--- config.mk ---
export PLATFORM = sky130hd
export DESIGN_NAME = fat_short_name_formatter_flat
export DESIGN_NICKNAME = d
export VERILOG_FILES = /design/src/hdl/fsnf_pkg.sv /design/src/hdl/fsnf_in_if.sv /design/src/hdl/fsnf_out_if.sv /design/src/hdl/fsnf_front.sv /design/src/hdl/fsnf_queue.sv /design/src/hdl/fsnf_back.sv /design/src/hdl/fat_short_name_formatter.sv /design/src/flat_wrapper.sv
export SDC_FILE = /design/constraint.sdc
export NUM_CORES = 1
export LEC_CHECK = 0
export ABC_CLOCK_PERIOD_IN_PS = 6670
export BUFFER_PORTS_ARGS = -buffer_cell sky130_fd_sc_hd__buf_2
export CAP_MARGIN = 10
export CORE_ASPECT_RATIO = 1.25
export CORE_MARGIN = 5
export CORE_UTILIZATION = 60
export CTS_BUF_LIST = sky130_fd_sc_hd__clkbuf_16
export DETAILED_ROUTE_END_ITERATION = 12
export GPL_ROUTABILITY_DRIVEN = 0
export PLACE_DENSITY = 0.81
export SYNTH_ARGS = -nofsm -noshare
export SYNTH_HDL_FRONTEND = slang
export SYNTH_SLANG_ARGS = --single-unit
export TNS_END_PERCENT = 20
--- constraint.sdc ---
create_clock -name clk -period 6.67 [get_ports clk]
set_clock_uncertainty 0.1 [all_clocks]
set_input_delay 1.334 -clock clk [delete_from_list [all_inputs] [get_ports clk]]
set_output_delay 1.334 -clock clk [all_outputs]
set_load 0.01 [all_outputs]
--- src/hdl/fsnf_pkg.sv ---
// Package for the FAT short-name formatter: status codes, character constants
// and the record descriptor passed from the classifier to the character sequencer.
// No dependencies.
package fsnf_pkg;

    // Status codes carried on every result.
    typedef enum logic [2:0] {
        ST_OK      = 3'd0,
        ST_VOLHID  = 3'd1,
        ST_DIREXT  = 3'd2,
        ST_BADDOT  = 3'd3,
        ST_EMPTY   = 3'd4,
        ST_ILLEGAL = 3'd5
    } fsnf_status_t;

    localparam logic [7:0] CHAR_SPACE = 8'h20;
    localparam logic [7:0] CHAR_DOT   = 8'h2E;
    localparam logic [7:0] CHAR_NUL   = 8'h00;

    // Widths fixed by the directory record layout: eight name bytes, three extension bytes.
    localparam int NAME_MAX = 8;
    localparam int EXT_MAX  = 3;
    localparam int NLEN_W   = 4;
    localparam int ELEN_W   = 2;
    localparam int IDX_W    = 4;

    // Descriptor queue depth; a power of two so that the pointers wrap on their own.
    localparam int QUEUE_DEPTH = 2;

    typedef struct packed {
        fsnf_status_t                     status;
        logic [NAME_MAX-1:0][7:0]         name;
        logic [EXT_MAX-1:0][7:0]          ext;
        logic [NLEN_W-1:0]                nlen;
        logic [ELEN_W-1:0]                elen;
    } fsnf_desc_t;

endpackage

--- src/hdl/fsnf_in_if.sv ---
// Request channel carrying one FAT directory record (name, extension, attributes).
// Depends on nothing.
interface fsnf_in_if;
    logic        valid;
    logic        ready;
    logic [63:0] name_bytes;
    logic [23:0] ext_bytes;
    logic [7:0]  attr_byte;

    modport source (output valid, output name_bytes, output ext_bytes, output attr_byte,
                    input ready);
    modport sink   (input valid, input name_bytes, input ext_bytes, input attr_byte,
                    output ready);
endinterface

--- src/hdl/fsnf_out_if.sv ---
// Result channel carrying one formatted character with its status and last flag.
// Depends on nothing.
interface fsnf_out_if;
    logic       valid;
    logic       ready;
    logic [7:0] out_char;
    logic [2:0] status;
    logic       last;

    modport source (output valid, output out_char, output status, output last, input ready);
    modport sink   (input valid, input out_char, input status, input last, output ready);
endinterface

--- src/hdl/fsnf_front.sv ---
// Front end of the formatter: accepts a record, turns a leading 0x05 into 0xE5,
// trims, checks it and builds a descriptor. Depends on fsnf_pkg and fsnf_in_if.
module fsnf_front
    import fsnf_pkg::*;
#(
    parameter int NAME_CHARS = 8,
    parameter int EXT_CHARS  = 3
)
(
    fsnf_in_if.sink     records,
    input  logic        q_full,
    output logic        push,
    output fsnf_desc_t  desc
);

    localparam int ATTR_HIDDEN = 1;
    localparam int ATTR_VOLUME = 3;
    localparam int ATTR_SUBDIR = 4;

    logic [7:0]        nm [NAME_MAX];
    logic [7:0]        ex [EXT_MAX];
    logic [NLEN_W-1:0] trim_len;
    logic [NLEN_W-1:0] dot_len;
    logic [NLEN_W-1:0] nlen;
    logic [ELEN_W-1:0] elen;
    logic              dir;
    logic              dot_entry;
    logic              bad_dot;
    logic              illegal;

    function automatic logic legal_char(input logic [7:0] c);
        logic ok;
        ok = ((c >= 8'h30) && (c <= 8'h39)) || ((c >= 8'h41) && (c <= 8'h5A));
        case (c)
            8'h20, 8'h21, 8'h23, 8'h24, 8'h25, 8'h26, 8'h27, 8'h28, 8'h29,
            8'h2D, 8'h40, 8'h5E, 8'h5F, 8'h60, 8'h7B, 8'h7D, 8'h7E: ok = 1'b1;
            default: ;
        endcase
        return ok;
    endfunction

    assign records.ready = !q_full;
    assign push          = records.valid && !q_full;

    always_comb
    begin
        for (int i = 0; i < NAME_MAX; i++)
        begin
            nm[i] = records.name_bytes[8*i +: 8];
        end
        // A leading 0x05 stands for 0xE5 in the directory.
        if (nm[0] == 8'h05)
        begin
            nm[0] = 8'hE5;
        end
        for (int i = 0; i < EXT_MAX; i++)
        begin
            ex[i] = records.ext_bytes[8*i +: 8];
        end

        elen = '0;
        for (int i = 0; i < EXT_CHARS; i++)
        begin
            if (ex[i] != CHAR_SPACE)
            begin
                elen = ELEN_W'(i + 1);
            end
        end
        trim_len = '0;
        for (int i = 0; i < NAME_CHARS; i++)
        begin
            if (nm[i] != CHAR_SPACE)
            begin
                trim_len = NLEN_W'(i + 1);
            end
        end

        dir       = records.attr_byte[ATTR_SUBDIR];
        dot_entry = dir && (nm[0] == CHAR_DOT);
        dot_len   = ((NAME_CHARS > 1) && (nm[1] == CHAR_DOT)) ? NLEN_W'(2) : NLEN_W'(1);
        bad_dot   = 1'b0;
        for (int i = 1; i < NAME_CHARS; i++)
        begin
            if ((NLEN_W'(i) >= dot_len) && (nm[i] != CHAR_SPACE))
            begin
                bad_dot = 1'b1;
            end
        end
        nlen = dot_entry ? dot_len : trim_len;

        illegal = 1'b0;
        for (int i = 0; i < NAME_CHARS; i++)
        begin
            if ((NLEN_W'(i) < nlen) && !(legal_char(nm[i]) ||
                (dot_entry && (nm[i] == CHAR_DOT))))
            begin
                illegal = 1'b1;
            end
        end
        for (int i = 0; i < EXT_CHARS; i++)
        begin
            if ((ELEN_W'(i) < elen) && !legal_char(ex[i]))
            begin
                illegal = 1'b1;
            end
        end

        if (records.attr_byte[ATTR_VOLUME] || records.attr_byte[ATTR_HIDDEN])
        begin
            desc.status = ST_VOLHID;
        end
        else if (dir && (elen != '0))
        begin
            desc.status = ST_DIREXT;
        end
        else if (dot_entry && bad_dot)
        begin
            desc.status = ST_BADDOT;
        end
        else if (nlen == '0)
        begin
            desc.status = ST_EMPTY;
        end
        else if (illegal)
        begin
            desc.status = ST_ILLEGAL;
        end
        else
        begin
            desc.status = ST_OK;
        end

        for (int i = 0; i < NAME_MAX; i++)
        begin
            desc.name[i] = nm[i];
        end
        for (int i = 0; i < EXT_MAX; i++)
        begin
            desc.ext[i] = ex[i];
        end
        desc.nlen = nlen;
        desc.elen = elen;
    end

endmodule

--- src/hdl/fsnf_queue.sv ---
// Short descriptor queue between the classifier and the character sequencer.
// Depends on fsnf_pkg.
module fsnf_queue
    import fsnf_pkg::*;
(
    input  logic        clk,
    input  logic        rst_n,
    input  logic        push,
    input  fsnf_desc_t  push_data,
    output logic        full,
    input  logic        pop,
    output logic        q_valid,
    output fsnf_desc_t  q_data
);

    localparam int PTR_W = (QUEUE_DEPTH > 1) ? $clog2(QUEUE_DEPTH) : 1;
    localparam int CNT_W = $clog2(QUEUE_DEPTH + 1);

    fsnf_desc_t        mem [QUEUE_DEPTH];
    logic [PTR_W-1:0]  wr_ptr_reg;
    logic [PTR_W-1:0]  rd_ptr_reg;
    logic [CNT_W-1:0]  count_reg;
    logic [CNT_W-1:0]  count_next;

    assign full    = (count_reg == CNT_W'(QUEUE_DEPTH));
    assign q_valid = (count_reg != '0);
    assign q_data  = mem[rd_ptr_reg];

    always_comb
    begin
        count_next = count_reg;
        if (push && !pop)
        begin
            count_next = count_reg + CNT_W'(1);
        end
        else if (pop && !push)
        begin
            count_next = count_reg - CNT_W'(1);
        end
    end

    always_ff @(posedge clk)
    begin
        if (push)
        begin
            mem[wr_ptr_reg] <= push_data;
        end
    end

    always_ff @(posedge clk or negedge rst_n)
    begin
        if (!rst_n)
        begin
            wr_ptr_reg <= '0;
            rd_ptr_reg <= '0;
            count_reg  <= '0;
        end
        else
        begin
            if (push)
            begin
                wr_ptr_reg <= wr_ptr_reg + PTR_W'(1);
            end
            if (pop)
            begin
                rd_ptr_reg <= rd_ptr_reg + PTR_W'(1);
            end
            count_reg <= count_next;
        end
    end

    a_count_bound: assert property (@(posedge clk) disable iff (!rst_n)
        count_reg <= CNT_W'(QUEUE_DEPTH))
        else $error("descriptor queue over-filled");

    a_pop_only_drains: assert property (@(posedge clk) disable iff (!rst_n)
        (pop && !push) |=> (count_reg == $past(count_reg) - CNT_W'(1)))
        else $error("descriptor queue count did not drop on pop");

endmodule

--- src/hdl/fsnf_back.sv ---
// Back end of the formatter: walks one descriptor and emits its characters, one per
// cycle when not stalled, via a registered output. Depends on fsnf_pkg, fsnf_out_if.
module fsnf_back
    import fsnf_pkg::*;
(
    input  logic        clk,
    input  logic        rst_n,
    input  logic        q_valid,
    input  fsnf_desc_t  q_data,
    output logic        pop,
    fsnf_out_if.source  chars
);

    fsnf_desc_t        cur_reg;
    logic              cur_valid_reg;
    logic [IDX_W-1:0]  idx_reg;
    logic              out_valid_reg;
    logic [7:0]        out_char_reg;
    fsnf_status_t      out_status_reg;
    logic              out_last_reg;

    logic [IDX_W-1:0]  total;
    logic [IDX_W-1:0]  ext_idx;
    logic [7:0]        cur_char;
    logic              cur_last;
    logic              out_free;
    logic              emit;
    logic              finish;

    always_comb
    begin
        if (cur_reg.status != ST_OK)
        begin
            total = IDX_W'(1);
        end
        else if (cur_reg.elen != '0)
        begin
            total = IDX_W'(cur_reg.nlen) + IDX_W'(cur_reg.elen) + IDX_W'(1);
        end
        else
        begin
            total = IDX_W'(cur_reg.nlen);
        end

        ext_idx = idx_reg - IDX_W'(cur_reg.nlen) - IDX_W'(1);
        if (cur_reg.status != ST_OK)
        begin
            cur_char = CHAR_NUL;
        end
        else if (idx_reg < IDX_W'(cur_reg.nlen))
        begin
            cur_char = cur_reg.name[idx_reg[2:0]];
        end
        else if (idx_reg == IDX_W'(cur_reg.nlen))
        begin
            cur_char = CHAR_DOT;
        end
        else
        begin
            case (ext_idx[1:0])
                2'd0:    cur_char = cur_reg.ext[0];
                2'd1:    cur_char = cur_reg.ext[1];
                2'd2:    cur_char = cur_reg.ext[2];
                default: cur_char = CHAR_NUL;
            endcase
        end
        cur_last = (idx_reg == total - IDX_W'(1));
    end

    // A new descriptor is taken in the same cycle as the previous one's last character.
    assign out_free = !out_valid_reg || chars.ready;
    assign emit     = cur_valid_reg && out_free;
    assign finish   = emit && cur_last;
    assign pop      = q_valid && (!cur_valid_reg || finish);

    always_ff @(posedge clk)
    begin
        if (pop)
        begin
            cur_reg <= q_data;
        end
        if (emit)
        begin
            out_char_reg   <= cur_char;
            out_status_reg <= cur_reg.status;
            out_last_reg   <= cur_last;
        end
    end

    always_ff @(posedge clk or negedge rst_n)
    begin
        if (!rst_n)
        begin
            cur_valid_reg <= 1'b0;
            idx_reg       <= '0;
            out_valid_reg <= 1'b0;
        end
        else
        begin
            if (pop)
            begin
                cur_valid_reg <= 1'b1;
                idx_reg       <= '0;
            end
            else if (finish)
            begin
                cur_valid_reg <= 1'b0;
            end
            else if (emit)
            begin
                idx_reg <= idx_reg + IDX_W'(1);
            end

            if (emit)
            begin
                out_valid_reg <= 1'b1;
            end
            else if (chars.ready)
            begin
                out_valid_reg <= 1'b0;
            end
        end
    end

    assign chars.valid    = out_valid_reg;
    assign chars.out_char = out_char_reg;
    assign chars.status   = out_status_reg;
    assign chars.last     = out_last_reg;

    a_reject_single: assert property (@(posedge clk) disable iff (!rst_n)
        (out_valid_reg && (out_status_reg != ST_OK)) |-> (out_last_reg &&
        (out_char_reg == CHAR_NUL)))
        else $error("rejection result is not a single zero character");

    a_idx_in_range: assert property (@(posedge clk) disable iff (!rst_n)
        cur_valid_reg |-> (idx_reg < total))
        else $error("character index ran past the end of the record");

endmodule

--- src/hdl/fat_short_name_formatter.sv ---
// FAT 8.3 short-name formatter, top level: one directory record in, its printable
// name out as a run of characters. Depends on fsnf_pkg, the two channel interfaces,
// fsnf_front, fsnf_queue and fsnf_back.
//
// Each request is one FAT directory record. An accepted record gives either its
// printable name, one character per result (trimmed name, a dot when the extension
// is not blank, trimmed extension, with last set on the final character), or a
// single result with a zero character, last set and a non-zero status code. The
// front end checks a record in the cycle that it is accepted and places a
// descriptor in a two-entry queue; it takes a new record every cycle while the
// queue has room. The back end sends one character per cycle while the result
// channel takes them, through a registered output stage, and moves to the next
// descriptor in the cycle that it sends the previous one's last character, so there
// is no gap between records. The result channel therefore sets the sustained rate:
// a record occupies it for one result when rejected and for one result per character
// of its name otherwise, at most twelve. With no stall the record passes through the
// queue, the back end's descriptor register and the registered output stage before
// its first character is offered. The block keeps no state between records.
module fat_short_name_formatter
    import fsnf_pkg::*;
#(
    parameter int NAME_CHARS = 8,
    parameter int EXT_CHARS  = 3
)
(
    input  logic       clk,
    input  logic       rst_n,
    fsnf_in_if.sink    records,
    fsnf_out_if.source chars
);

    logic        q_full;
    logic        push;
    fsnf_desc_t  push_desc;
    logic        pop;
    logic        q_valid;
    fsnf_desc_t  q_desc;

    fsnf_front #(
        .NAME_CHARS (NAME_CHARS),
        .EXT_CHARS  (EXT_CHARS)
    ) u_front (
        .records (records),
        .q_full  (q_full),
        .push    (push),
        .desc    (push_desc)
    );

    fsnf_queue u_queue (
        .clk       (clk),
        .rst_n     (rst_n),
        .push      (push),
        .push_data (push_desc),
        .full      (q_full),
        .pop       (pop),
        .q_valid   (q_valid),
        .q_data    (q_desc)
    );

    fsnf_back u_back (
        .clk     (clk),
        .rst_n   (rst_n),
        .q_valid (q_valid),
        .q_data  (q_desc),
        .pop     (pop),
        .chars   (chars)
    );

endmodule
--- src/flat_wrapper.sv ---
// flat-port wrapper written by rule: the top's interface ports become plain ports
module fat_short_name_formatter_flat import fsnf_pkg::*;
#(
    parameter int NAME_CHARS = 8,
    parameter int EXT_CHARS  = 3
)
  (clk, rst_n, records_valid, records_name_bytes, records_ext_bytes, records_attr_byte, records_ready, chars_valid, chars_out_char, chars_status, chars_last, chars_ready);
  fsnf_in_if records_i ();
  fsnf_out_if chars_i ();
  input  logic clk;
  input  logic rst_n;
  input wire logic [$bits(records_i.valid)-1:0] records_valid;
  input wire logic [$bits(records_i.name_bytes)-1:0] records_name_bytes;
  input wire logic [$bits(records_i.ext_bytes)-1:0] records_ext_bytes;
  input wire logic [$bits(records_i.attr_byte)-1:0] records_attr_byte;
  output wire logic [$bits(records_i.ready)-1:0] records_ready;
  output wire logic [$bits(chars_i.valid)-1:0] chars_valid;
  output wire logic [$bits(chars_i.out_char)-1:0] chars_out_char;
  output wire logic [$bits(chars_i.status)-1:0] chars_status;
  output wire logic [$bits(chars_i.last)-1:0] chars_last;
  input wire logic [$bits(chars_i.ready)-1:0] chars_ready;
  assign records_i.valid = records_valid;
  assign records_i.name_bytes = records_name_bytes;
  assign records_i.ext_bytes = records_ext_bytes;
  assign records_i.attr_byte = records_attr_byte;
  assign records_ready = records_i.ready;
  assign chars_valid = chars_i.valid;
  assign chars_out_char = chars_i.out_char;
  assign chars_status = chars_i.status;
  assign chars_last = chars_i.last;
  assign chars_i.ready = chars_ready;
  fat_short_name_formatter #(.NAME_CHARS(NAME_CHARS), .EXT_CHARS(EXT_CHARS)) u_core (.clk(clk), .rst_n(rst_n), .records(records_i), .chars(chars_i));
endmodule
; After elaboration in Yosys (flattened, before gate mapping)
; Memories as Yosys holds them, arrays and structs flattened. A register that Yosys moved wholly into a read port is not among the register bits.
; Index checks and enable logic that the tools add are counted.
; Widths: inputs -> output; s select.
[classes]
n_mux = 66
n_reduce_logical = 117
addsub = 10
eq_ne = 213
magnitude_cmp = 64
[ops]
columns = cell, count
row1 = $eq 8x6->1 const B, 118
row2 = $eq 8x7->1 const B, 77
row3 = $reduce_or 17->1, 11
row4 = $ge 8x6->1 const B, 11
row5 = $ge 8x7->1 const B, 11
row6 = $le 8x6->1 const B, 11
row7 = $le 8x7->1 const B, 11
row8 = $ne 8x6->1 const B, 11
row9 = $logic_and 1x1->1, 57
row10 = $mux 4, 13
row11 = $mux 1, 37
row12 = $mux 8, 4
row13 = $bmux 8 s3, 1
row14 = $pmux 8 s3, 1
row15 = $logic_or 1x1->1, 22
row16 = $logic_not 1->1, 16
row17 = $lt 3x4->1 const A, 4
row18 = $mux 3, 5
row19 = $reduce_bool 2->1, 7
row20 = $ge 3x2->1 const A, 4
row21 = $mux 2, 5
row22 = $add 4x1->4 const B, 2
row23 = $eq 4x4->1, 2
row24 = $eq 8x3->1 const B, 1
row25 = 21 further kinds, 28
[totals]
mem_bits_rw = 194
wordCells = 480
inputBits = 100
regBits = 22
mem_count = 1
[mem_list]
columns = memory, words, width, read_ports, rd_ports_with_merged_regs, wr, line
row1 = u_core.u_queue.mem, 2, 97, 1, 1, 1, fsnf_queue.sv:19  ; fsnf_desc_t mem [QUEUE_DEPTH];

; Logic depth before layout (Yosys ltp)
; Gate-level depths: netlist of run 1.
[logic_depth]
word_depth = 30
mapped_depth = 16
depth_no_buf = 16

; Cells and area by module
; A second synthesis of run 1 with hierarchy kept.
[hier_totals]
hier_cells = 979
hier_area_um2 = 14606.5
[modules_own_cells]
columns = module, area_each_um2, n_inst, cells_per_inst
row1 = fsnf_queue, 7262.0, 1, 318
row2 = fsnf_back, 4868.4, 1, 296
row3 = fsnf_front, 2476.1, 1, 365

; Least setup slack after synthesis of run 1
; No wires, ideal clock.
[synth_path]
path_kind = input-to-reg
start = in records_valid
end = mem u_core.u_queue.mem[0][0] in the netlist's numbering (enable)
n_path_buf = 0
setup_slack_ns = 0.553
t_required_ns = 6.017
cell_stages = 2
arrival_time_ns = 5.464
setup_ns = 0.553
cell_sequence = nand2_1 -> nor2_1
[synth_via]
elab_chain_cells = 3
[synth_rtl]
columns = element, line
row1 = start: declaration, flat_wrapper.sv:12  ; input wire logic [$bits(records_i.valid)-1:0] records_valid;
row2 = $logic_and 1x1->1, fsnf_front.sv:43  ; assign push = records.valid && !q_full;
row3 = $mux 1, fsnf_queue.sv:44  ; if (push)
row4 = $mux 1 (not written as such), fsnf_queue.sv:46  ; mem[wr_ptr_reg] <= push_data;
row5 = end: declaration, fsnf_queue.sv:19
; Every way passes these cells.

; Final worst setup path of run 1
[layout_path]
start = reg u_core.u_back.cur_reg[0] (netlist name)
end = reg u_core.u_back.cur_reg[77] (netlist name)
[layout_via]
elab_chain_cells = 9
[layout_rtl]
columns = element, line
row1 = $add 4x2->4, fsnf_back.sv:38  ; total = IDX_W'(cur_reg.nlen) + IDX_W'(cur_reg.elen) + IDX_W'(1);
row2 = $add 4x1->4, fsnf_back.sv:38
row3 = $mux 4 *, fsnf_back.sv:36  ; else if (cur_reg.elen != '0)
row4 = $mux 4 *, fsnf_back.sv:32  ; if (cur_reg.status != ST_OK)
row5 = $sub 4x1->4 *, fsnf_back.sv:67  ; cur_last = (idx_reg == total - IDX_W'(1));
row6 = $eq 4x4->1 *, fsnf_back.sv:67
row7 = $logic_and 1x1->1 *, fsnf_back.sv:73  ; assign finish = emit && cur_last;
row8 = $logic_or 1x1->1 *, fsnf_back.sv:74  ; assign pop = q_valid && (!cur_valid_reg || finish);
row9 = $logic_and 1x1->1 *, fsnf_back.sv:74
row10 = via u_core.pop, fat_short_name_formatter.sv:35  ; logic pop;
; The timed path passes the listed nets; every way through them passes the cells marked *.
; A chain may end at the register's enable or synchronous reset.

==> results of run 1 <==
## worst max path at each step
stage,start,to,slack (ns),depth (start not counted)
final,u_core.u_back.cur_reg[0],u_core.u_back.cur_reg[77],2.06,14
after detailed placement,u_core.u_back.cur_reg[0],u_core.u_back.cur_reg[86],2.13,14
after CTS,u_core.u_back.cur_reg[0],u_core.u_back.cur_reg[64],2.04,14
after floorplan,records_valid,u_core.u_queue.mem[0][0],0.55,2
after global routing,u_core.u_back.cur_reg[0],u_core.u_back.cur_reg[64],1.79,14
after global placement,u_core.u_back.cur_reg[2],u_core.u_back.cur_reg[56],2.28,14
## logic make-up (layout without fill, tap and decap cells)
group                      after synthesis  after routing  synth area share
buffers and inverters                   59            190            0.0165
DFF                                    313            313             0.685
muxes                                  134            134             0.122
AOI/OAI and AO/OA                      143            143            0.0717
xor gates and xnor gates                21             21            0.0135
and+or+nand+nor                        198            198            0.0808
adders and majority gates               11             11            0.0106
## through the flow
step / util / area [um^2]
floorplan: - / 13700
global placement: 0.648 / 14500
detailed placement: 0.648 / 14500
CTS: 0.687 / 15400
global route: 0.687 / 15400
finish: 0.687 / 15400
## layer usage
metal  global-route usage  vias to the layer above  share of wire
met2                0.372                      282           0.53
li1                     -                     3706              -
met4               0.0585                        0          0.023
met5                    0                        -              0
met3               0.0255                       42          0.053
met1                0.272                     4053           0.39
## cell usage in the layout (no fill, tap or decap), drive strengths merged, types with 5 or more instances in the layout
cell / n
a21oi: 24
a221oi: 6
a22oi: 9
a311oi: 6
a31oi: 11
buf: 117
clkbuf: 29
clkinv: 10
dfrtp: 10
edfxtp: 303
ha: 10
inv: 29
mux2: 102
mux2i: 16
mux4: 16
nand2: 46
nand2b: 15
nand3: 14
nand4: 7
nand4b: 6
nor2: 36
nor2b: 15
nor3: 13
nor3b: 6
nor4: 12
nor4b: 5
o211ai: 7
o21ai: 32
o221ai: 6
xnor2: 17
## area by class of cell
type                       instances  area share
clock inverter                    21     0.00953
sequential                       313       0.609
timing repair buffer             117      0.0396
multi-input combinational        507       0.266
clock buffer                      29      0.0472
inverter                          23     0.00570
tap                              283      0.0230
## worst max-delay path, stage by stage, from the launching register on
cell	delay, ns
edfxtp_1	0.47
inv_1	0.09
ha_1	0.18
inv_1	0.06
fa_1	0.50
o21ai_0	0.12
a21o_1	0.21
ha_1	0.29
xnor2_1	0.13
a21oi_1	0.12
o211ai_1	0.15
or4b_1	0.58
a21o_1	0.27
clkinv_2	0.44
buf_4	0.51
## power by group through the flow
stage / sequential [mW] / clock (mW) / combinational [mW]
floorplan: 2.74 / 0 / 0.884
global placement: 2.77 / 0 / 1.17
detailed placement: 2.79 / 0 / 1.20
CTS: 2.75 / 1.55 / 1.21
global route: 2.78 / 1.63 / 1.30
finish: 2.75 / 1.53 / 1.20
==> flow_metrics.py, run 1 <==
metrics = {
    "run_status": {
        "outcome": "complete, no violations",
    },
    "global_route": {
        "grt_max_degree": 53,
        "grt_pass1_vias": 7896,
        "antenna_found_initial": 0,
        "grt_util_all_layers": 0.208,
        "grt_pass1_wl_mm": 42.8,
        "grt_overflow": 0,
    },
    "drt": {
        "viasPerCell": 6.25,
        "wl_per_cell_um": 21.4,
        "drc": 0,
        "totalWireLength_mm": 27.7,
        "drt_iter0_drc": 656,
        "num_vias": 8083,
        "first_pass_iters": 5,
        "ant_nets": 0,
    },
    "synth": {
        "synthCells": 879,
        "synthArstFlopShare": 0.0319,
        "synthTopCellsByArea": "edfxtp_1, mux2_2, mux4_2",
        "ys_ff_latch": 313,
        "yosysSeqAreaShare": 0.685,
        "synth_edf_count": 303,
        "avgSynthCellArea_um2": 15.5,
        "syn_area_um2": 13700,
        "yosys_warnings": 0,
        "yosysTopAreaCellShare": 0.666,
        "yosysUniqueCellTypes": 70,
        "yosys.area.top_type": "edfxtp_1",
        "ys.flop_type": "edfxtp_1",
        "synth.most_common_cell": "edfxtp_1",
        "synth_fp_nets": 990,
        "synth_common_cells": "edfxtp_1, mux2_2, nand2_1",
    },
    "timing": {
        "relSlewSlack": 0.288,
        "finalSetupViolCount": 0,
        "worst_pin_slew_ns": 1.06,
        "fin_tns_setup_ns": 0,
        "post-route-period-util": 0.691,
        "max_freq_ghz": 0.217,
        "fin_hold_ws_ns": 0.348,
        "setup_ws_ns": 2.06,
        "finalHoldViolations": 0,
        "fin_crit_ns": 4.61,
        "slew_violations": 0,
        "rsz0062_at_grt": "no",
    },
    "pwr": {
        "p_int_mw": 3.99,
        "switching_share": 0.271,
        "netSwitchingPower_mw": 1.48,
        "power_frac_clock": 0.279,
        "power_frac_seq": 0.503,
        "power_mw": 5.48,
        "p_comb_frac": 0.219,
        "p_leak_nw": 5.32,
        "p_per_area_nw_per_um2": 356,
        "ir_drop_mv": 0.371,
    },
    "flow_run": {
        "cap_violations": 0,
    },
    "setup_path": {
        "ff2ff_setup_slack_ns": 2.06,
        "rr_worst_depth": 14,
        "regToRegStartpoint": "u_core.u_back.cur_reg[0]",
        "cp-start-kind": "flip-flop",
        "crit_path_max_fanout": 34,
        "critical_path_arrival_ns": 4.69,
        "cp.required_ns": 6.76,
        "critical_path_class": "reg2reg",
        "r2r-end": "u_core.u_back.cur_reg[77]",
        "crit_path_end_kind": "flip-flop",
    },
    "floorplan": {
        "num_rows": 61,
        "die_w_um": 145,
        "die_h_um": 179,
        "core-area_um2": 22400,
        "start_util": 0.611,
        "boundaryPins": 114,
        "dieArea_um2": 25900,
    },
    "hold_path": {
        "hp-class": "reg2reg",
        "hold_path_end": "u_core.u_back.chars.status[1]",
        "whs_path_depth": 0,
        "hold_start": "u_core.u_back.cur_reg[95]",
    },
    "clocking": {
        "ctsHoldBuffers": 0,
        "htreeDepth": 1,
        "cts_root_buf": "clkbuf_16",
        "numCtsBuffers": 29,
        "cts_sinks": 313,
        "clock_path_buffers": 3,
        "clk_latency_ns": 0.54,
        "cts_tree": "yes",
        "path_clk_slew_ns": 0.06,
        "postCtsSetupBuffers": 0,
        "cts.repair.resized": 0,
    },
    "cells_and_area": {
        "antenna_cells": 0,
        "multi_input_area_um2": 4090,
        "nFillCells": 1448,
        "drive_gt1_frac": 0.277,
        "largest_reg_flops": 194,
        "instances_no_fill": 1293,
        "area_growth_pct": 12.5,
        "nets": 1102,
        "seq_area_um2": 9350,
    },
    "placed_design": {
        "io_buffers": 108,
        "dp_hpwl_mm": 18.4,
        "place_inst": 1243,
        "pre_cts_slack_ns": 2.13,
    },
}
Note: power is estimated with default switching activity, not from simulation.
==> run 2, diff against run 1 <==
--- a/config.mk
+++ b/config.mk
@@ -5,7 +5,8 @@
 export SDC_FILE = /design/constraint.sdc
 export NUM_CORES = 1
 export LEC_CHECK = 0
-export ABC_CLOCK_PERIOD_IN_PS = 6670
+export ABC_AREA = 1
+export ABC_CLOCK_PERIOD_IN_PS = 4500
 export BUFFER_PORTS_ARGS = -buffer_cell sky130_fd_sc_hd__buf_2
 export CAP_MARGIN = 10
 export CORE_ASPECT_RATIO = 1.25
==> constraint.sdc (replaced) <==
create_clock -name clk -period 4.5 [get_ports clk]
set_clock_uncertainty 0.1 [all_clocks]
set_input_delay 0.9 -clock clk [delete_from_list [all_inputs] [get_ports clk]]
set_output_delay 0.9 -clock clk [all_outputs]
set_load 0.01 [all_outputs]
==> run 2 against run 1 <==
  * Worst setup slack worse by 1.2 ns
  * Global-route usage up 1.6 points
  * Combinational power up 140%
  * Core utilization up 0.15 points
  * Sequential power up 71%
  * Cell count up 36%
  * Register-to-register slack worse by 1.2 ns
  * Critical endpoint is now u_core.u_back.cur_reg[46]
  * Largest cell class unchanged
==> flow_metrics.py, run 2 <==
metrics = {
    "run_status": {
        "outcome": "complete, no violations",
    },
    "cells_and_area": {
        "area_growth_pct": 13.2,
        "layout_common_cells": "nand2_1, edfxtp_1, nor2_1, buf_2, inv_1",
        "largest_reg_flops": 194,
        "finish.utilization": 0.689,
        "drive_gt1_frac": 0.134,
        "mostFrequentLayoutCell": "nand2_1",
        "nets": 1564,
        "antenna_cells": 0,
        "instances_no_fill": 1763,
    },
    "clocking": {
        "path_clk_slew_ns": 0.07,
        "htreeDepth": 1,
        "clk_latency_ns": 0.54,
        "cts_root_buf": "clkbuf_16",
        "numCtsBuffers": 28,
        "postCtsSetupBuffers": 0,
        "ctsHoldBuffers": 0,
        "cts_tree": "yes",
        "clock_path_buffers": 3,
        "cts_sinks": 313,
        "cts.repair.resized": 0,
    },
    "pwr": {
        "power_mw": 10.1,
        "p_per_area_nw_per_um2": 636,
        "p_leak_nw": 6.59,
        "ir_drop_mv": 0.556,
    },
    "synth": {
        "avgSynthCellArea_um2": 10.4,
        "synthArstFlopShare": 0.0319,
        "synth_edf_count": 303,
        "ys_ff_latch": 313,
        "syn_area_um2": 14000,
        "ys.flop_type": "edfxtp_1",
        "yosysSeqAreaShare": 0.669,
        "yosysUniqueCellTypes": 46,
        "synthCells": 1347,
        "synth.most_common_cell": "nand2_1",
        "synth_common_cells": "nand2_1, edfxtp_1, nor2_1",
        "synthTopCellsByArea": "edfxtp_1, nand2_1, nor2_1",
        "yosysTopAreaCellShare": 0.651,
        "yosys.area.top_type": "edfxtp_1",
        "yosys_warnings": 0,
        "synth_fp_nets": 1458,
    },
    "timing": {
        "fin_hold_ws_ns": 0.108,
        "post-route-period-util": 0.804,
        "max_freq_ghz": 0.277,
        "relSlewSlack": 0.237,
        "slew_violations": 0,
        "rsz0062_at_grt": "no",
        "finalHoldViolations": 0,
        "finalSetupViolCount": 0,
        "worst_pin_slew_ns": 1.14,
        "fin_tns_setup_ns": 0,
        "fin_crit_ns": 3.62,
    },
    "setup_path": {
        "cp-start-kind": "flip-flop",
        "regToRegStartpoint": "u_core.u_back.cur_reg[2]",
        "crit_path_max_fanout": 40,
        "critical_path.startpoint": "u_core.u_back.cur_reg[2]",
        "critical_path_class": "reg2reg",
        "critical_path_buf_inv_count": 4,
        "cp.required_ns": 4.62,
        "critical_path_arrival_ns": 3.74,
        "rr_worst_depth": 14,
        "crit_family": "adder cells",
        "slowest_delay_ns": 0.43,
        "slowest_stage": "fa_1",
        "path_depth": 14,
        "crit_path_end_kind": "flip-flop",
        "cp_cell_sequence": "inv_1, ha_1, inv_1, fa_1, o211ai_1, ha_1, xor2_1, o21ai_0, nor3_2, nand3_1, nand2_1, nand2_1, clkinv_2, buf_12",
    },
    "floorplan": {
        "boundaryPins": 114,
        "die_h_um": 181,
        "core-area_um2": 23000,
        "die_w_um": 146,
        "start_util": 0.609,
        "num_rows": 62,
        "dieArea_um2": 26500,
    },
    "global_route": {
        "grt_pass1_wl_mm": 47.6,
        "grt_max_degree": 99,
        "grt_pass1_vias": 9478,
        "grt_overflow": 0,
        "antenna_found_initial": 0,
        "grt_util_all_layers": 0.224,
    },
    "drt": {
        "totalWireLength_mm": 30.0,
        "drc": 0,
        "ant_nets": 0,
        "wl_per_cell_um": 17.0,
        "num_vias": 9804,
        "viasPerCell": 5.56,
        "drt_iter0_drc": 716,
        "first_pass_iters": 6,
    },
    "hold_path": {
        "hp-class": "in2async",
    },
    "placed_design": {
        "dp_hpwl_mm": 20.1,
        "place_inst": 1711,
        "io_buffers": 108,
    },
    "flow_run": {
        "cap_violations": 0,
    },
}
## run 2: cell types whose count changed after synthesis, sizes merged, moves of 12 or more
| cell | previous run | this run |
|---|---|---|
| mux4 | 16 | 0 |
| nor2 | 36 | 129 |
| o21ai | 32 | 51 |
| a21oi | 24 | 45 |
| inv | 23 | 114 |
| xnor2 | 17 | 4 |
| nand2b | 15 | 0 |
| mux2 | 102 | 0 |
| nor2b | 15 | 0 |
| nor4 | 12 | 0 |
| mux2i | 16 | 4 |
| nand3 | 14 | 48 |
| nand2 | 46 | 502 |
## run 2: routing by layer
metal / GRT usage / vias up / part of all wire
met5: 0 / - / 0
met4: 0.0712 / 0 / 0.030
met3: 0.0327 / 58 / 0.062
met2: 0.414 / 364 / 0.53
met1: 0.270 / 4628 / 0.38
li1: - / 4754 / -
## run 2: metrics by stage
stage	area [um^2]	setup slack, ns
after floorplan	14000	-1.19
after global placement	14800	0.982
after detailed placement	14800	0.873
after CTS	15800	0.870
after global routing	15800	0.678
final	15800	0.884
## run 2: kinds of logic (layout without fill, tap and decap cells)
kind of cell / count (synthesis) / in the layout / share of synthesized area
compound gates: 139 / 139 / 0.0609
buf+inv: 154 / 282 / 0.0418
simple gates: 715 / 715 / 0.208
fa+ha+maj: 11 / 11 / 0.0104
flops: 313 / 313 / 0.669
xor+xnor: 11 / 11 / 0.00689
mux: 4 / 4 / 0.00287
## run 2: worst paths after layout
| path | slack, ns | endpoint |
|---|---|---|
| min in group clk | 0.40 | u_core.u_queue.count_reg[1] |
| worst min-delay path | 0.11 | u_core.u_back.idx_reg[0] |
| worst min register to register | 0.40 | u_core.u_queue.count_reg[1] |
| worst max register to register | 0.88 | u_core.u_back.cur_reg[46] |
| max in group asynchronous | 3.98 | u_core.u_queue.rd_ptr_reg |
| worst max-delay path | 0.88 | u_core.u_back.cur_reg[46] |
## run 2: layout make-up
cell class	count	area [um^2]
Sequential cell	313	9350
Fill cell	1633	7150
Multi-Input combinational cell	880	4060
Clock buffer	29	726
Timing Repair Buffer	116	651
Inverter	114	429
Tap cell	288	360
Clock inverter	23	241
## run 2: report_power, final
group	switching [mW]	total [mW]	leakage [nW]	internal, mW
combinational	2.04	2.89	3.19	0.848
sequential	0.324	4.69	2.92	4.37
clock	1.01	2.47	0.481	1.46
total	3.38	10.1	6.59	6.67
==> run 3, diff against run 2 <==
--- a/config.mk
+++ b/config.mk
@@ -6,7 +6,7 @@
 export NUM_CORES = 1
 export LEC_CHECK = 0
 export ABC_AREA = 1
-export ABC_CLOCK_PERIOD_IN_PS = 4500
+export ABC_CLOCK_PERIOD_IN_PS = 3600
 export BUFFER_PORTS_ARGS = -buffer_cell sky130_fd_sc_hd__buf_2
 export CAP_MARGIN = 10
 export CORE_ASPECT_RATIO = 1.25
==> constraint.sdc (replaced) <==
create_clock -name clk -period 3.6 [get_ports clk]
set_clock_uncertainty 0.1 [all_clocks]
set_input_delay 0.72 -clock clk [delete_from_list [all_inputs] [get_ports clk]]
set_output_delay 0.72 -clock clk [all_outputs]
set_load 0.01 [all_outputs]
==> run 3 against run 2 <==
  * Combinational power rose by 33%
  * Core utilization increased by 0.65 points
  * Sequential cell count stayed put
  * Cell count increased by 0.51%
  * Register-to-register slack lost 0.69 ns
  * Global-route usage rose by 0.37 points
  * Worst hold slack improved by 0.18 ns
  * Critical path depth unchanged
  * Routed wire length is 2.3% higher
  * Power is 28% higher
  * Non-clock buffer count grew 10
==> flow_metrics.py, run 3 (same netlist as run 2, synthesis figures left out) <==
metrics = {
    "pwr": {
        "ir_drop_mv": 0.534,
        "p_leak_nw": 6.67,
        "power_frac_seq": 0.452,
        "p_comb_frac": 0.298,
        "power_frac_clock": 0.250,
        "netSwitchingPower_mw": 4.32,
        "p_per_area_nw_per_um2": 805,
        "switching_share": 0.336,
        "power_mw": 12.9,
        "p_int_mw": 8.54,
    },
    "placed_design": {
        "dp_hpwl_mm": 20.8,
        "io_buffers": 108,
        "place_inst": 1719,
    },
    "clocking": {
        "clk_latency_ns": 0.55,
        "htreeDepth": 1,
        "clock_path_buffers": 3,
        "cts_root_buf": "clkbuf_16",
        "cts_sinks": 313,
        "cts_tree": "yes",
        "path_clk_slew_ns": 0.07,
        "numCtsBuffers": 28,
    },
    "cells_and_area": {
        "finish.utilization": 0.695,
        "layout_common_cells": "nand2_1, edfxtp_1, nor2_1, inv_1, buf_2",
        "drive_gt1_frac": 0.137,
        "instances_no_fill": 1772,
        "largest_reg_flops": 194,
        "antenna_cells": 0,
        "nets": 1574,
        "mostFrequentLayoutCell": "nand2_1",
        "area_growth_pct": 14.2,
    },
    "timing": {
        "finalHoldViolations": 0,
        "finalSetupViolCount": 0,
        "slew_violations": 0,
        "relSlewSlack": 0.279,
        "post-route-period-util": 0.946,
        "max_freq_ghz": 0.294,
        "worst_pin_slew_ns": 1.08,
        "fin_crit_ns": 3.41,
    },
    "drt": {
        "viasPerCell": 5.59,
        "drt_iter0_drc": 758,
        "drc": 0,
        "first_pass_iters": 5,
        "totalWireLength_mm": 30.7,
        "ant_nets": 0,
        "num_vias": 9910,
        "wl_per_cell_um": 17.3,
    },
    "floorplan": {
        "start_util": 0.609,
        "num_rows": 62,
        "die_h_um": 181,
        "boundaryPins": 114,
        "core-area_um2": 23000,
        "die_w_um": 146,
        "dieArea_um2": 26500,
    },
    "setup_path": {
        "critical_path.startpoint": "u_core.u_back.cur_reg[2]",
        "crit_path_end_kind": "flip-flop",
        "crit_path_max_fanout": 49,
        "regToRegStartpoint": "u_core.u_back.cur_reg[2]",
        "critical_path_arrival_ns": 3.53,
        "ff2ff_setup_slack_ns": 0.19,
        "r2r-end": "u_core.u_back.cur_reg[40]",
        "slowest_stage": "fa_1",
        "slowest_delay_ns": 0.43,
        "critical_path_class": "reg2reg",
        "endpoint": "u_core.u_back.cur_reg[40]",
        "cp.required_ns": 3.72,
        "cp_cell_sequence": "inv_1, ha_1, inv_1, fa_1, o211ai_1, ha_1, xor2_1, o21ai_1, nor3_2, nand3_1, nand2_2, nand2_4, clkinvlp_4, buf_12",
        "rr_worst_depth": 14,
        "cp-start-kind": "flip-flop",
    },
    "global_route": {
        "grt_pass1_wl_mm": 48.3,
        "grt_pass1_vias": 9552,
        "grt_util_all_layers": 0.228,
        "grt_overflow": 0,
        "antenna_found_initial": 0,
        "grt_max_degree": 98,
    },
    "hold_path": {
        "hp-class": "in2reg",
    },
    "flow_run": {
        "cap_violations": 0,
    },
    "run_status": {
        "outcome": "complete, no violations",
    },
}
-- run 3: cell types whose count changed in the layout (fill, tap and decap cells not counted) --
cell           change
dlygate4sd3_1      +1
clkinv_2           -6
bufinv_16          +2
inv_1              +2
nand2_1            -2
buf_12             +2
clkinv_1           +2
nand2_4            +1
o21ai_1            +2
clkinv_4           -1
o21ai_0            -2
nand2_2            +1
buf_4              +7
-- run 3: worst min-delay path by stage --
stage	cells past startpoint	startpoint	endpoint	slack, ns
detailed placement	2	u_core.u_queue.mem[0][68]	u_core.u_back.cur_reg[68]	0.40
CTS	1	records_name_bytes[54]	u_core.u_queue.mem[1][84]	0.28
global route	1	records_name_bytes[54]	u_core.u_queue.mem[1][84]	0.28
global placement	1	u_core.u_queue.count_reg[0]	u_core.u_queue.count_reg[0]	0.38
finish	1	records_name_bytes[63]	u_core.u_queue.mem[0][93]	0.29
floorplan	0	rst_n	u_core.u_back.chars.valid	0.32
-- run 3: repair_timing --
action / 4_1_cts / 5_1_grt
hold buffers: 1 / 0
gates resized for setup: 0 / 3
setup buffers: 0 / 1
endpoints found under the hold margin: 10 / 0
endpoints found under the setup margin: 0 / 93
-- run 3: layout make-up --
class	instances	area (um^2)
Sequential cell	313	9350
Tap cell	288	360
Clock inverter	22	275
Timing Repair Buffer	126	753
Inverter	114	432
Fill cell	1551	7000
Multi-Input combinational cell	880	4070
Clock buffer	29	726
-- run 3: metrics by stage --
stage / hold WS, ns / cell area, um^2 / setup TNS (ns) / setup slack [ns]
after floorplan: 0.324 / 14000 / -73.24 / -0.452
after global placement: 0.382 / 14900 / 0 / 0.282
after detailed placement: 0.398 / 14900 / 0 / 0.201
after CTS: 0.278 / 15900 / 0 / 0.173
after global routing: 0.281 / 16000 / -0.0126 / -0.0126
final: 0.288 / 16000 / 0 / 0.193
-- run 3: worst max-delay path, delay by kind of cell, from the launching register on --
family | cells | cell delay, ns
xor+xnor | 1 | 0.14
buf+inv | 4 | 0.64
fa+ha+maj | 3 | 0.88
compound gates | 2 | 0.39
simple gates | 4 | 0.49
flops | 1 | 0.41
-- run 3: per-layer routing --
metal | global-route usage | share of wire
met1 | 0.274 | 0.37
met2 | 0.422 | 0.53
met3 | 0.0287 | 0.062
met4 | 0.0772 | 0.030
met5 | 0 | 0
-- run 3: power groups by stage --
stage	Clock, mW	Sequential (mW)	Combinational (mW)
6_report	3.22	5.81	3.83
5_1_grt	3.40	5.88	4.23
4_1_cts	3.23	5.80	3.83
3_5_place_dp	0	5.86	3.77
3_3_place_gp	0	5.82	3.68
2_1_floorplan	0	5.85	2.46
